--- config.mk ---
export PLATFORM = sky130hd
export DESIGN_NAME = pipeline_fault_priority_unit_flat
export DESIGN_NICKNAME = d
export VERILOG_FILES = /design/src/rtl/core/pfpu_pkg.sv /design/src/rtl/core/pfpu_req_if.sv /design/src/rtl/core/pfpu_rsp_if.sv /design/src/rtl/core/pfpu_slots.sv /design/src/rtl/core/pipeline_fault_priority_unit.sv /design/src/flat_wrapper.sv
export SDC_FILE = /design/constraint.sdc
export NUM_CORES = 1
export LEC_CHECK = 0
export BUFFER_PORTS_ARGS = -buffer_cell sky130_fd_sc_hd__buf_2
export CAP_MARGIN = 20
export CORE_ASPECT_RATIO = 0.8
export CORE_MARGIN = 5
export CORE_UTILIZATION = 50
export CTS_BUF_LIST = sky130_fd_sc_hd__clkbuf_16
export CTS_CLUSTER_DIAMETER = 40
export CTS_CLUSTER_SIZE = 10
export DETAILED_ROUTE_END_ITERATION = 12
export PLACE_DENSITY = 0.8
export SLEW_MARGIN = 30
export SYNTH_ARGS = -nofsm -noshare
export SYNTH_HDL_FRONTEND = slang
export SYNTH_HIERARCHICAL = 1
export SYNTH_SLANG_ARGS = --single-unit
--- constraint.sdc ---
create_clock -name clock -period 29.1 [get_ports clock]
set_clock_uncertainty 0.2 [all_clocks]
set_input_delay 5.82 -clock clock [delete_from_list [all_inputs] [get_ports clock]]
set_output_delay 5.82 -clock clock [all_outputs]
set_load 0.005 [all_outputs]
--- src/rtl/core/pfpu_pkg.sv ---
// ----------------------------------------------------------------------------
// pfpu_pkg: shared types and constants of the pipeline fault priority unit
// Field widths, operation and kind codes, vector addresses, beat payloads.
// ----------------------------------------------------------------------------
package pfpu_pkg;

   localparam int STAGE_COUNT_DEFAULT = 5;
   localparam int STAGE_W             = 3;

   // operation codes (func field)
   localparam logic [1:0] FUNC_QUEUE_EXC   = 2'd0;
   localparam logic [1:0] FUNC_QUEUE_LOCK  = 2'd1;
   localparam logic [1:0] FUNC_HANDLE_EXC  = 2'd2;
   localparam logic [1:0] FUNC_HANDLE_LOCK = 2'd3;

   // exception kinds
   localparam logic [1:0] EXC_OTHER = 2'd0;
   localparam logic [1:0] EXC_RESET = 2'd1;
   localparam logic [1:0] EXC_CPU   = 2'd2;
   localparam logic [1:0] EXC_INT   = 2'd3;

   // interlock kinds
   localparam logic [1:0] LOCK_OTHER   = 2'd0;
   localparam logic [1:0] LOCK_ICACHE  = 2'd1;
   localparam logic [1:0] LOCK_CACHEOP = 2'd2;

   // reported actions
   localparam logic [1:0] ACT_NONE       = 2'd0;
   localparam logic [1:0] ACT_ENTRY      = 2'd1;
   localparam logic [1:0] ACT_HARD_RESET = 2'd2;
   localparam logic [1:0] ACT_SOFT_RESET = 2'd3;

   // vectors, already less 4
   localparam logic [63:0] VEC_GENERAL_BEV = 64'hFFFF_FFFF_BFC0_0200 - 64'd4;
   localparam logic [63:0] VEC_GENERAL     = 64'hFFFF_FFFF_8000_0180 - 64'd4;
   localparam logic [63:0] VEC_RESET       = 64'hFFFF_FFFF_BFC0_0000 - 64'd4;

   localparam logic [5:0] IL_STALL  = 6'd54;
   localparam logic [4:0] CODE_CPU  = 5'd11;
   localparam logic [4:0] CODE_INT  = 5'd0;

   typedef struct packed {
      logic [1:0]         func;
      logic [1:0]         fault_kind;
      logic [STAGE_W-1:0] stage;
      logic [63:0]        fault_pc;
      logic               in_branch_delay;
      logic [1:0]         cause_data;
      logic [31:0]        interlock_data;
      logic               status_exl;
      logic               status_bev;
   } req_payload_type;

   typedef struct packed {
      logic        faulting;
      logic [1:0]  action;
      logic [63:0] new_pc;
      logic [4:0]  exc_code;
      logic [1:0]  ce_value;
      logic        epc_write;
      logic [63:0] epc_value;
      logic        branch_delay;
      logic        fill_request;
      logic [31:0] fill_address;
      logic [5:0]  stall_cycles;
   } rsp_payload_type;

endpackage

--- src/rtl/core/pfpu_req_if.sv ---
// ----------------------------------------------------------------------------
// pfpu_req_if: request channel of the fault priority unit
// Valid/ready channel carrying one fault request beat.
// ----------------------------------------------------------------------------
interface pfpu_req_if;
   logic                      valid;
   logic                      ready;
   pfpu_pkg::req_payload_type payload;

   modport source (output valid, output payload, input ready);
   modport sink   (input valid, input payload, output ready);
endinterface

--- src/rtl/core/pfpu_rsp_if.sv ---
// ----------------------------------------------------------------------------
// pfpu_rsp_if: response channel of the fault priority unit
// Valid/ready channel carrying one result beat.
// ----------------------------------------------------------------------------
interface pfpu_rsp_if;
   logic                      valid;
   logic                      ready;
   pfpu_pkg::rsp_payload_type payload;

   modport source (output valid, output payload, input ready);
   modport sink   (input valid, input payload, output ready);
endinterface

--- src/rtl/core/pfpu_slots.sv ---
// ----------------------------------------------------------------------------
// pfpu_slots: pending exception and interlock slots
// Holds both slots, resolves stage priority and forms the result of one beat.
// ----------------------------------------------------------------------------
module pfpu_slots #(
   parameter int STAGE_COUNT = pfpu_pkg::STAGE_COUNT_DEFAULT
) (
   input  logic                      clock,
   input  logic                      reset,
   input  logic                      fire,
   input  pfpu_pkg::req_payload_type item,
   output pfpu_pkg::rsp_payload_type result
);
   import pfpu_pkg::*;

   localparam logic [STAGE_W:0] STAGE_LIMIT = (STAGE_W + 1)'(STAGE_COUNT);

   logic [STAGE_W-1:0] exc_stage_ff, exc_stage_in;
   logic [1:0]         exc_kind_ff, exc_kind_in;
   logic [63:0]        exc_pc_ff, exc_pc_in;
   logic               exc_delay_ff, exc_delay_in;
   logic [1:0]         exc_cause_ff, exc_cause_in;
   logic [STAGE_W-1:0] lock_stage_ff, lock_stage_in;
   logic [1:0]         lock_kind_ff, lock_kind_in;
   logic [31:0]        lock_addr_ff, lock_addr_in;
   logic               pending_ff, pending_in;
   logic               stage_ok;

   assign stage_ok = ({1'b0, item.stage} <= STAGE_LIMIT);

   always_comb begin
      exc_stage_in  = exc_stage_ff;
      exc_kind_in   = exc_kind_ff;
      exc_pc_in     = exc_pc_ff;
      exc_delay_in  = exc_delay_ff;
      exc_cause_in  = exc_cause_ff;
      lock_stage_in = lock_stage_ff;
      lock_kind_in  = lock_kind_ff;
      lock_addr_in  = lock_addr_ff;
      pending_in    = pending_ff;
      result        = '0;

      unique case (item.func)
         FUNC_QUEUE_EXC: begin
            if (stage_ok && (item.stage > exc_stage_ff)) begin
               exc_stage_in = item.stage;
               exc_kind_in  = item.fault_kind;
               exc_pc_in    = item.fault_pc;
               exc_delay_in = item.in_branch_delay;
               exc_cause_in = item.cause_data;
               pending_in   = 1'b1;
            end
         end
         FUNC_QUEUE_LOCK: begin
            if (stage_ok && (item.stage > lock_stage_ff)) begin
               lock_stage_in       = item.stage;
               lock_kind_in        = item.fault_kind;
               lock_addr_in        = item.interlock_data;
               pending_in          = 1'b1;
               result.stall_cycles = IL_STALL;
            end
         end
         FUNC_HANDLE_EXC: begin
            if (exc_stage_ff != '0) begin
               unique case (exc_kind_ff)
                  EXC_RESET: begin
                     result.action = (exc_cause_ff != 2'd0) ? ACT_SOFT_RESET
                                                            : ACT_HARD_RESET;
                     result.new_pc = VEC_RESET;
                  end
                  EXC_CPU, EXC_INT: begin
                     result.action   = ACT_ENTRY;
                     result.exc_code = (exc_kind_ff == EXC_CPU) ? CODE_CPU : CODE_INT;
                     result.ce_value = exc_cause_ff;
                     if (!item.status_exl) begin
                        result.epc_write    = 1'b1;
                        result.branch_delay = exc_delay_ff;
                        result.epc_value    = exc_delay_ff ? (exc_pc_ff - 64'd4)
                                                           : exc_pc_ff;
                     end
                     result.new_pc = item.status_bev ? VEC_GENERAL_BEV : VEC_GENERAL;
                  end
                  default: ;
               endcase
            end
            exc_stage_in  = '0;
            exc_kind_in   = EXC_OTHER;
            lock_stage_in = '0;
            lock_kind_in  = LOCK_OTHER;
            pending_in    = 1'b0;
         end
         FUNC_HANDLE_LOCK: begin
            if ((lock_stage_ff != '0) &&
                ((lock_kind_ff == LOCK_ICACHE) || (lock_kind_ff == LOCK_CACHEOP))) begin
               result.fill_request = 1'b1;
               result.fill_address = lock_addr_ff;
            end
            pending_in    = (exc_stage_ff != '0);
            lock_stage_in = '0;
            lock_kind_in  = LOCK_OTHER;
         end
         default: ;
      endcase

      result.faulting = pending_in;
   end

   always_ff @(posedge clock) begin
      if (reset) begin
         exc_stage_ff  <= '0;
         exc_kind_ff   <= EXC_OTHER;
         lock_stage_ff <= '0;
         lock_kind_ff  <= LOCK_OTHER;
         pending_ff    <= 1'b0;
      end else if (fire) begin
         exc_stage_ff  <= exc_stage_in;
         exc_kind_ff   <= exc_kind_in;
         lock_stage_ff <= lock_stage_in;
         lock_kind_ff  <= lock_kind_in;
         pending_ff    <= pending_in;
      end
   end

   // slot payload is only read while its stage is nonzero
   always_ff @(posedge clock) begin
      if (fire) begin
         exc_pc_ff    <= exc_pc_in;
         exc_delay_ff <= exc_delay_in;
         exc_cause_ff <= exc_cause_in;
         lock_addr_ff <= lock_addr_in;
      end
   end

endmodule

--- src/rtl/core/pipeline_fault_priority_unit.sv ---
// ----------------------------------------------------------------------------
// pipeline_fault_priority_unit: exception and interlock priority for a pipeline
// Input register, slot logic, result register; one request beat per clock unless rsp_chan stalls.
// ----------------------------------------------------------------------------
// Usage:
//   req_chan carries one request beat: queue an exception, queue an
//   interlock, handle the pending exception or handle the pending interlock.
//   Every request beat yields exactly one beat on rsp_chan, in order.
//   An accepted beat sits in the input register, the slot logic evaluates
//   it against the pending slots and the result is loaded into the result
//   register and offered on rsp_chan. Throughput is one beat per clock
//   unless rsp_chan stalls; the slots update in the same cycle the result
//   register loads, so the next beat sees them right away.
//   When the receiver stalls, the result register holds its beat and the
//   input register holds one more; req_chan.ready drops only when both
//   are full. Nothing is dropped or repeated.
//   Reset (synchronous, active high) empties both registers and clears both
//   slots to "nothing pending".
// ----------------------------------------------------------------------------
module pipeline_fault_priority_unit #(
   parameter int STAGE_COUNT = pfpu_pkg::STAGE_COUNT_DEFAULT
) (
   input  logic clock,
   input  logic reset,
   pfpu_req_if.sink   req_chan,
   pfpu_rsp_if.source rsp_chan
);
   import pfpu_pkg::*;

   // input register
   logic            req_valid_ff, req_valid_in;
   req_payload_type req_item_ff;

   // result register
   logic            rsp_valid_ff, rsp_valid_in;
   rsp_payload_type rsp_item_ff;
   rsp_payload_type slot_result;

   logic out_open;   // result register can take a beat this cycle
   logic fire;       // input beat moves through the slot logic
   logic req_take;

   assign out_open = !rsp_valid_ff || rsp_chan.ready;
   assign fire     = req_valid_ff && out_open;
   assign req_chan.ready = !req_valid_ff || out_open;
   assign req_take = req_chan.valid && req_chan.ready;

   always_comb begin
      if (req_take) begin
         req_valid_in = 1'b1;
      end else if (fire) begin
         req_valid_in = 1'b0;
      end else begin
         req_valid_in = req_valid_ff;
      end

      if (fire) begin
         rsp_valid_in = 1'b1;
      end else if (rsp_chan.ready) begin
         rsp_valid_in = 1'b0;
      end else begin
         rsp_valid_in = rsp_valid_ff;
      end
   end

   always_ff @(posedge clock) begin
      if (reset) begin
         req_valid_ff <= 1'b0;
         rsp_valid_ff <= 1'b0;
      end else begin
         req_valid_ff <= req_valid_in;
         rsp_valid_ff <= rsp_valid_in;
      end
   end

   // input payload starts known so the slot decode never sees an unknown op
   always_ff @(posedge clock) begin
      if (reset) begin
         req_item_ff <= '0;
      end else if (req_take) begin
         req_item_ff <= req_chan.payload;
      end
      if (fire) begin
         rsp_item_ff <= slot_result;
      end
   end

   pfpu_slots #(
      .STAGE_COUNT(STAGE_COUNT)
   ) u_slots (
      .clock (clock),
      .reset (reset),
      .fire  (fire),
      .item  (req_item_ff),
      .result(slot_result)
   );

   assign rsp_chan.valid   = rsp_valid_ff;
   assign rsp_chan.payload = rsp_item_ff;

   // ---------------------------------------------------------------- checks
   // an accepted interlock always leaves something pending
   a_stall_pending: assert property (@(posedge clock) disable iff (reset)
      (rsp_chan.valid && (rsp_chan.payload.stall_cycles != 6'd0))
         |-> rsp_chan.payload.faulting)
      else $error("stall reported with nothing pending");

   // handling an exception flushes both slots
   a_action_flush: assert property (@(posedge clock) disable iff (reset)
      (rsp_chan.valid && (rsp_chan.payload.action != ACT_NONE))
         |-> !rsp_chan.payload.faulting)
      else $error("slots not flushed after exception action");

   // EPC is only written on a regular exception entry
   a_epc_entry: assert property (@(posedge clock) disable iff (reset)
      (rsp_chan.valid && rsp_chan.payload.epc_write)
         |-> (rsp_chan.payload.action == ACT_ENTRY))
      else $error("EPC write outside exception entry");

   // a beat that passes the slot logic shows up as a result next cycle
   a_fire_result: assert property (@(posedge clock) disable iff (reset)
      fire |=> rsp_chan.valid)
      else $error("evaluated beat missing from result register");

endmodule

--- src/flat_wrapper.sv ---
// flat-port wrapper written by rule: the top's interface ports become plain ports
module pipeline_fault_priority_unit_flat import pfpu_pkg::*;
#(
   parameter int STAGE_COUNT = pfpu_pkg::STAGE_COUNT_DEFAULT
)
  (clock, reset, req_chan_valid, req_chan_payload, req_chan_ready, rsp_chan_valid, rsp_chan_payload, rsp_chan_ready);
  pfpu_req_if req_chan_i ();
  pfpu_rsp_if rsp_chan_i ();
  input  logic clock;
  input  logic reset;
  input wire logic [$bits(req_chan_i.valid)-1:0] req_chan_valid;
  input wire logic [$bits(req_chan_i.payload)-1:0] req_chan_payload;
  output wire logic [$bits(req_chan_i.ready)-1:0] req_chan_ready;
  output wire logic [$bits(rsp_chan_i.valid)-1:0] rsp_chan_valid;
  output wire logic [$bits(rsp_chan_i.payload)-1:0] rsp_chan_payload;
  input wire logic [$bits(rsp_chan_i.ready)-1:0] rsp_chan_ready;
  assign req_chan_i.valid = req_chan_valid;
  assign req_chan_i.payload = req_chan_payload;
  assign req_chan_ready = req_chan_i.ready;
  assign rsp_chan_valid = rsp_chan_i.valid;
  assign rsp_chan_payload = rsp_chan_i.payload;
  assign rsp_chan_i.ready = rsp_chan_ready;
  pipeline_fault_priority_unit #(.STAGE_COUNT(STAGE_COUNT)) u_core (.clock(clock), .reset(reset), .req_chan(req_chan_i), .rsp_chan(rsp_chan_i));
endmodule
## After elaboration in Yosys (flattened, before gate mapping)

Cells that the tools add are included.

| operators by class | value |
|---|---|
| add/sub/neg operators | 1 |
| $lt $le $gt $ge | 3 |
| eq/ne operators | 10 |
| multiplexer cells | 23 |
| bitwise gates (word level) | 3 |
| reduce and logical (&&, ||, !) cells | 28 |

Operators with widths:

| cell | count |
|---|---|
| 66-bit one-hot mux with 2 select lines | 1 |
| 66-bit two-way mux | 1 |
| 64-bit two-way mux | 1 |
| 64-bit by 3-bit subtractor with 64-bit output, second input constant | 1 |
| 33-bit two-way mux | 1 |
| 30-bit two-way mux | 1 |
| 3-bit AND reduction | 5 |
| 3-bit one-hot mux with 2 select lines | 2 |
| 2-bit equality test, second input constant | 5 |
| 2-bit nonzero test | 5 |
| 2-bit one-hot mux with 2 select lines | 2 |
| 1-bit two-way mux | 7 |
| 2-bit by 1-bit equality test with 1-bit output, second input constant | 3 |
| 3-bit > comparator | 2 |
| 3-bit two-way mux | 2 |
| 6-bit two-way mux | 1 |
| 3-bit nonzero test | 2 |
| 1-bit logical AND | 5 |
| 2-bit two-way mux | 2 |
| 4-bit two-way mux | 1 |
| 2-bit inequality test, second input constant | 2 |
| 1-bit one-hot mux with 4 select lines | 1 |
| 2-bit AND reduction | 2 |
| 2-bit OR reduction | 2 |
| 6 further kinds | 11 |

| storage, ports and cells | value |
|---|---|
| bits in registers | 399 |
| input bits | 112 |
| word-level logic and storage cells | 99 |

## Longest topological paths before layout

Gate-level depths: netlist of the first run.

| logic depth | value |
|---|---|
| word-level depth | 5 |
| depth in mapped cells | 10 |

## Modules after synthesis

The synthesis of the first run kept the hierarchy.

Modules (own cells, without submodules):

| module | instances | cells an instance | area each (sq um) | seq. area each (sq um) |
|---|---|---|---|---|
| pipeline_fault_priority_unit | 1 | 681 | 10,118.5 | 7,577.3 |
| pfpu_slots | 1 | 570 | 6,110.9 | 3,193.1 |

## Worst setup path after synthesis of the first run

OpenSTA, ideal clock, no wires.

| timing | value |
|---|---|
| path kind | in2reg |
| from | input rsp_chan_ready |
| to | register u_core.u_slots.exc_cause_ff[0] (enable) |
| arrival time | 23.322 ns |
| data required time | 28.482 ns |
| path slack | 5.160 ns |
| stages on the path | 4 |
| path buffers | 0 |
| path through | inv_1 -> a21boi_0 -> nand2_1 -> inv_1 |

| between the ends | value |
|---|---|
| word-level cells in the longest chain between the ends | 3 |

RTL lines:

| element | line | source |
|---|---|---|
| from (decl) | flat_wrapper.sv:16 | `input wire logic [$bits(rsp_chan_i.ready)-1:0] rsp_chan_ready;` |
| 1-bit logical OR | pipeline_fault_priority_unit.sv:43 | `assign out_open = !rsp_valid_ff \|\| rsp_chan.ready;` |
| 1-bit logical AND | pipeline_fault_priority_unit.sv:44 | `assign fire = req_valid_ff && out_open;` |
| net u_core.fire | pipeline_fault_priority_unit.sv:40 | `logic fire;` |
| 3-bit AND reduction (no line) | - |  |
| to (signal assigned) | pfpu_slots.sv:129 | `exc_cause_ff <= exc_cause_in;` |
| to (decl) | pfpu_slots.sv:22 | `logic [1:0] exc_cause_ff, exc_cause_in;` |

The timed path passes the listed nets, and every way through them passes these cells.
A chain may end at the register's enable or synchronous reset.

## Worst setup path in the final report of the first run

| timing | value |
|---|---|
| from | input rsp_chan_ready |
| to | output req_chan_ready |

| between the ends | value |
|---|---|
| word-level cells in the longest chain between the ends | 2 |

RTL lines:

| element | line | source |
|---|---|---|
| 1-bit logical OR | pipeline_fault_priority_unit.sv:43 |  |
| 1-bit logical OR | pipeline_fault_priority_unit.sv:45 | `assign req_chan.ready = !req_valid_ff \|\| out_open;` |
| to (decl) | flat_wrapper.sv:13 | `output wire logic [$bits(req_chan_i.ready)-1:0] req_chan_ready;` |

No other way between the ends.

==> metrics.txt, run 1 <==
CP Data Arrival Time roughly 6.4 ns; DRC 0; Synth area leader edfxtp_1; Placed Cells 1,837; WP data required between 20 and 25 ns; pin count of the biggest net entering global routing 172; Max clock buf depth 3; total number of vias 10,600; worst-skew pair later-pin latency approximately 0.53 ns; core box area between 30,000 and 40,000 µm²; final period utilization 42.8%; clock-pin slew on the worst setup and hold paths 0.06 ns; Post-synth ARST share 0%; number of global-route vias before repair 10,100; top-area cell type share of the netlist area between 50% and 60%; fin cells approximately 1,900; relative slew slack a little under 40%; initial antenna violation count 4; Ys Warns 6; Post-Place Setup Slack approximately 17 ns; initial core utilization 50.3%; Hold-fix buffers, CTS 0; top cells by area, synth edfxtp_1 (51%), dfxtp_1 (15%), nand4b_1 (6.0%), nand2b_1 (4.5%), buf_4 (3.3%); Max Freq 80.3 MHz; hold crit path type reg2reg; area grow syn2layout 17.0%; Crit. End Element primary output; crit path kind in2out; die area between 30,000 and 40,000 µm²; sequential group share of total power 52.2%; Die Width 211 µm; Worst-Margin Slew about 0.91 ns; DRT Pass-1 Iters 5; Post-CTS Setup Inserts 0; Yosys reg bits ~400; first-pass GRT wire length between 50 and 60 mm; most frequent cells after synthesis edfxtp_1 (278), dfxtp_1 (121), nand2b_1 (116); Startpoint Class input pin; Logic pwr share between 4 and 5%; Port Buffer Count 292; Setup-failing EPs final 0; grt total ovfl 0; Unique masters post-synth 49; Crit Path Max Fanout 7; cell area after layout about 19,000 µm²; Finished Core Util slightly below 60%; CTS sink cnt between 300 and 400; status finished, final reports clean; final WL 36.1 mm; Int Power just under 1 mW; final-report hold violation count 0; drt initial violations approximately 660; count leader, synth edfxtp_1; Placed Area approximately 18,000 µm²; post-cts resize count 0; sw power around 0.26 mW; CTS tree yes; EDFF count, synth 278; setup_tns 0 ns; Avg WL per Cell ~19 µm; clock share of power between 40% and 50%; Synth Instances approximately 1,300; share of cells above drive strength 1 around a quarter; GRT Util Overall 19.0%; vias per cell 5.48; clk root buf clkbuf_16; Syn Area/Cell approximately 13 µm²; post-DP HPWL 23.5 mm; I/O pins between 200 and 300; Synth Cell Area ~16,000 µm²; Site Rows between 50 and 60; total of max-cap violations 0; sequential fraction of the synthesis area about two thirds; RSZ-0062 raised after global routing no; die height between 150 and 200 µm; Power Density around 65 nW/µm²; H-tree depth 2; final setup margin ~17 ns; peak supply drop between 0.00003 and 0.00004 V; Sw Share between 20% and 30%; Slew Limit Fails 0; P_leak 6.87 nW; fin crit period about 12 ns; DRT antenna net count 0; Most used DFF post-synth edfxtp_1; # nets final roughly 1,600; CTS buffer count about 50; RePlAce Congestion 0.840
[power by group through the flow]
stage / clock network (mW) / logic (mW) / registers [mW]
after CTS: 0.540 / 0.0606 / 0.641
after global placement: 0 / 0.0583 / 0.651
final: 0.527 / 0.0601 / 0.641
after detailed placement: 0 / 0.0603 / 0.652
after floorplan: 0 / 0.0338 / 0.658
after global routing: 0.567 / 0.0663 / 0.643
[final timing paths]
check,from,endpoint,slack (ns),cells past startpoint
worst min-delay path,u_core/req_item_ff[81],u_core/u_slots/exc_pc_ff[44],0.22,0
worst min register to register,u_core/req_item_ff[81],u_core/u_slots/exc_pc_ff[44],0.22,0
worst max-delay path,rsp_chan_ready,req_chan_ready,16.65,3
worst max register to register,u_core/u_slots/exc_pc_ff[41],u_core/rsp_chan.payload[100],25.43,5
[cell families (layout without fill, tap and decap cells)]
logic type	Yosys count	after routing	share of synthesized area [%]
flops	399	399	66.4
other cells	1	9	0.0231
mux	2	2	0.123
xor+xnor	32	32	1.73
simple gates	451	451	18.3
compound gates	188	188	7.07
fa+ha+maj	7	7	0.540
buf+inv	171	413	5.84
[critical path, stage by stage]
cell      delay (ns)
buf_2           0.10
nand3b_1        0.29
buf_2           0.21
[flip-flops by register name, indices dropped and copies added (netlist names)]
register and flops:
u_core/rsp_chan.payload 179, u_core/req_item_ff 108, u_core/u_slots/exc_pc_ff 64, u_core/u_slots/lock_addr_ff 32
u_core/u_slots/exc_stage_ff 3, u_core/u_slots/lock_stage_ff 3, u_core/u_slots/exc_cause_ff 2, u_core/u_slots/exc_kind_ff 2
u_core/u_slots/lock_kind_ff 2, u_core/req_valid_ff 1, u_core/rsp_chan.valid 1, u_core/u_slots/exc_delay_ff 1
u_core/u_slots/pending_ff 1
[layer usage]
| metal | vias up | track usage [%] | part of all wire [%] |
|---|---|---|---|
| met5 | - | 0 | 0.094 |
| met3 | 76 | 4.23 | 7.5 |
| met2 | 364 | 30.1 | 47 |
| met4 | 4 | 5.60 | 2.2 |
| li1 | 4994 | - | - |
| met1 | 5120 | 26.7 | 43 |
[area by class of cell]
type,instances,area (µm²)
Clock inverter,38,180
Tap cell,427,534
Multi-Input combinational cell,687,4560
Clock buffer,50,1250
Fill cell,2520,13300
Inverter,18,67.6
Antenna cell,2,5.00
Sequential cell,399,10800
Timing Repair Buffer,307,1620
[stage by stage]
step / hold WS [ns] / power [mW]
6_report: 0.221 / 1.23
5_1_grt: 0.231 / 1.28
4_1_cts: 0.221 / 1.24
3_5_place_dp: 0.215 / 0.713
3_3_place_gp: 0.214 / 0.710
2_1_floorplan: 0.209 / 0.691
[layout by cell type, fill, tap and decap left out, types with 5 or more instances in the layout]
| cell type | n |
|---|---|
| ha_1 | 7 |
| nor3_1 | 18 |
| conb_1 | 7 |
| nand2_1 | 18 |
| dfxtp_1 | 121 |
| and2_1 | 38 |
| nand4_1 | 8 |
| o21ai_0 | 94 |
| nor2_1 | 48 |
| o21a_1 | 5 |
| nand4b_1 | 112 |
| and3_1 | 5 |
| buf_2 | 290 |
| clkinv_1 | 5 |
| nor4_1 | 14 |
| nand3_1 | 7 |
| o32ai_1 | 10 |
| xor2_1 | 13 |
| or3_1 | 20 |
| or2_2 | 8 |
| nand2b_1 | 116 |
| inv_1 | 45 |
| xnor2_1 | 19 |
| or4_1 | 27 |
| buf_4 | 12 |
| edfxtp_1 | 278 |
| o21ai_2 | 20 |
| clkbuf_16 | 50 |
| o31ai_1 | 17 |
| a21oi_1 | 28 |
Power figures use the tool's default switching activity.
==> inputs of run 2 (changes only) <==
--- a/config.mk
+++ b/config.mk
@@ -5,6 +5,7 @@
 export SDC_FILE = /design/constraint.sdc
 export NUM_CORES = 1
 export LEC_CHECK = 0
+export ABC_AREA = 1
 export BUFFER_PORTS_ARGS = -buffer_cell sky130_fd_sc_hd__buf_2
 export CAP_MARGIN = 20
 export CORE_ASPECT_RATIO = 0.8
@@ -14,7 +15,7 @@
 export CTS_CLUSTER_DIAMETER = 40
 export CTS_CLUSTER_SIZE = 10
 export DETAILED_ROUTE_END_ITERATION = 12
-export PLACE_DENSITY = 0.8
+export PLACE_DENSITY = 0.82
 export SLEW_MARGIN = 30
 export SYNTH_ARGS = -nofsm -noshare
 export SYNTH_HDL_FRONTEND = slang
==> constraint.sdc (replaced) <==
create_clock -name clock -period 10.6 [get_ports clock]
set_clock_uncertainty 0.2 [all_clocks]
set_input_delay 2.12 -clock clock [delete_from_list [all_inputs] [get_ports clock]]
set_output_delay 2.12 -clock clock [all_outputs]
set_load 0.005 [all_outputs]
==> run 2 against run 1 <==
Net effect:
- utilization is 0.69 points higher
- die area up 6.1%
- routed wire length up 9.8%
- worst hold slack better by 0.0034 ns
- cell area is 6.2% higher
- critical path depth up 1
- clock-buffer cell count increased by 4
- critical endpoint unchanged
- first-iteration DRC count grew 30%
- register-to-register slack got worse by 18 ns
- global-route usage rose by 1.2 points
==> metrics.txt, run 2 <==
Crit Path Max Fanout 78 (+71); total of max-cap violations 0 (unchanged); Synth area leader edfxtp_1; Most used DFF post-synth edfxtp_1; commonest non-fill, non-tap cell in the layout buf_2; setup_tns 0 ns (unchanged); top-area cell type share of the netlist area 48.3% (-3.1 points); Startpoint Class input pin; CTS buffer count 51 (+4.1%); Placed Area 18,600 µm² (+6.1%); Max clock buf depth 3 (unchanged); R2R Setup Slk 7.38 ns (-18.05 ns); Crit. End Element primary output; die area 38,400 µm² (+6.1%); pin count of the biggest net entering global routing 116 (-33%); post-cts resize count 0 (unchanged); Synth Instances 1,775 (+42%); WP data required 8.28 ns (-14.80 ns); post-DP HPWL 27.1 mm (+16%); die height 176 µm (+3.0%); DRT antenna net count 0 (unchanged); cell area after layout 20,200 µm² (+6.2%); Largest register FFs 179 (unchanged); Post-CTS Setup Inserts 0 (unchanged); Setup-failing EPs final 0 (unchanged); Port Buffer Count 292 (unchanged); EDFF count, synth 278 (unchanged); clock-pin slew on the worst setup and hold paths 0.06 ns (about the same); RePlAce Congestion 0.874 (+4.0%); Worst-Margin Slew 0.929 ns (+0.0232 ns); I/O pins 293 (unchanged); clk root buf clkbuf_16; most frequent cells in the layout buf_2 (291), nor2_1 (287), edfxtp_1 (278); Avg WL per Cell 15.8 µm (-16%); final WL 39.6 mm (+9.8%); Slew Limit Fails 0 (unchanged); drt initial violations 860 (+30%); Hold-fix buffers, CTS 0 (unchanged); GRT met1 Usage 27.6% (+0.93 points); hold crit path type reg2reg; worst-skew pair later-pin latency 0.55 ns (+0.02 ns); Placed Cells 2,409 (+31%); Site Rows 60 (+1.7%); final period utilization roughly 54%; vias per cell 4.96 (-9.4%); DRC 0 (unchanged); Max Freq approximately 180 MHz; fin crit period between 5 and 6 ns; final-report hold violation count 0 (unchanged); Yosys reg bits 399 (unchanged); Ys Warns 6 (unchanged); RSZ-0062 raised after global routing no; met3 Use GR 3.79% (-0.45 points); Critical-path top delay cell nand3_4; most frequent cells after synthesis nor2_1 (288), edfxtp_1 (278), nand2_1 (261); Power Density 174 nW/µm² (+170%); Critical Path Max Stage Delay 0.63 ns (+0.34 ns); Unique masters post-synth 37 (-24%); relative slew slack 38.1% (-1.5 points); grt total ovfl 0 (unchanged); CP Data Arrival Time 3.35 ns (-3.08 ns); GRT Util Overall 20.2% (+1.2 points); Most Crowded Layer GR met2; status finished, final reports clean; Post-synth ARST share 0% (unchanged); first-pass GRT wire length 62.5 mm (+14%); fin cells 2,508 (+30%); DRT Pass-1 Iters 5 (unchanged); cell breakdown of the critical path buf_2 -> inv_2 -> nand3_4 -> buf_2; CTS sink cnt 399 (unchanged); peak supply drop 0.000131 V (+250%); Hold WS 0.224 ns (+0.00337 ns); number of global-route vias before repair 11,900 (+18%); met2 Usage GRT 32.3% (+2.2 points); # nets final 2,116 (+34%); initial antenna violation count 5 (+1); top cells by area, synth edfxtp_1 (48%), dfxtp_1 (14%), nor2_1 (6.3%), nand2_1 (5.7%), inv_1 (5.5%); P_leak 8.99 nW (+31%); CTS tree yes; share of cells above drive strength 1 21.7% (-4.9 points); count leader, synth nor2_1; H-tree depth 2 (unchanged); total number of vias 12,400 (+18%); most used cell along the critical path buf_2; Synth Cell Area 17,300 µm² (+6.4%); core box area 33,900 µm² (+5.0%); Die Width 218 µm (+3.0%); area grow syn2layout 16.8%; sequential fraction of the synthesis area 62.4% (-4.0 points); initial core utilization 51.0% (+0.70 points); crit path kind in2out; Syn Area/Cell 9.73 µm² (-25%)
-- run 2: cell type report --
type | count | area [µm²]
clock buffer | 54 | 1350
timing repair buffer | 303 | 1590
inverter | 259 | 973
antenna | 4 | 10.0
tap | 465 | 582
clock inverter | 41 | 203
multi-input combinational | 983 | 4690
fill | 2830 | 13700
sequential | 399 | 10800
-- run 2: logic make-up (layout without fill, tap and decap cells) --
kind of cell,after synthesis,count (layout),share of synthesized area (%)
and+or+nand+nor,779,779,20.0
other,1,11,0.0217
adders and majority gates,7,7,0.507
buffers and inverters,399,657,10.8
AOI/OAI and AO/OA,177,177,5.64
xor gates and xnor gates,13,13,0.659
DFF,399,399,62.4
-- run 2: critical path: cells and delay by family --
| kind | cells | cell delay [ns] |
|---|---|---|
| buffers and inverters | 3 | 0.61 |
| and+or+nand+nor | 1 | 0.63 |
-- run 2: per-stage QoR --
stage	util [%]	power (mW)	setup WS, ns
2_1_floorplan	-	1.93	0.0720
3_3_place_gp	54.8	1.99	4.91
3_5_place_dp	54.9	2.00	4.88
4_1_cts	59.5	3.55	4.89
5_1_grt	59.6	3.66	4.79
6_report	59.6	3.52	4.93
-- run 2: worst paths after layout --
path | startpoint | end | depth (start not counted)
worst min-delay path | u_core/req_item_ff[66] | u_core/u_slots/exc_pc_ff[29] | 0
worst max register to register | u_core/rsp_chan.valid | u_core/req_item_ff[62] | 6
worst min register to register | u_core/req_item_ff[66] | u_core/u_slots/exc_pc_ff[29] | 0
worst max-delay path | rsp_chan_ready | req_chan_ready | 4
-- run 2: power breakdown --
part	internal [mW]	switching (mW)
Clock	0.935	0.613
Sequential	1.74	0.0357
Combinational	0.0750	0.122
-- run 2: per-layer routing --
metal / up-vias / routed length [µm] / share of wire, %
li1: 6146 / - / -
met1: 5777 / 16600 / 42
met2: 431 / 18700 / 47
met3: 88 / 2890 / 7.3
met4: 0 / 1420 / 3.6
met5: - / 0 / 0
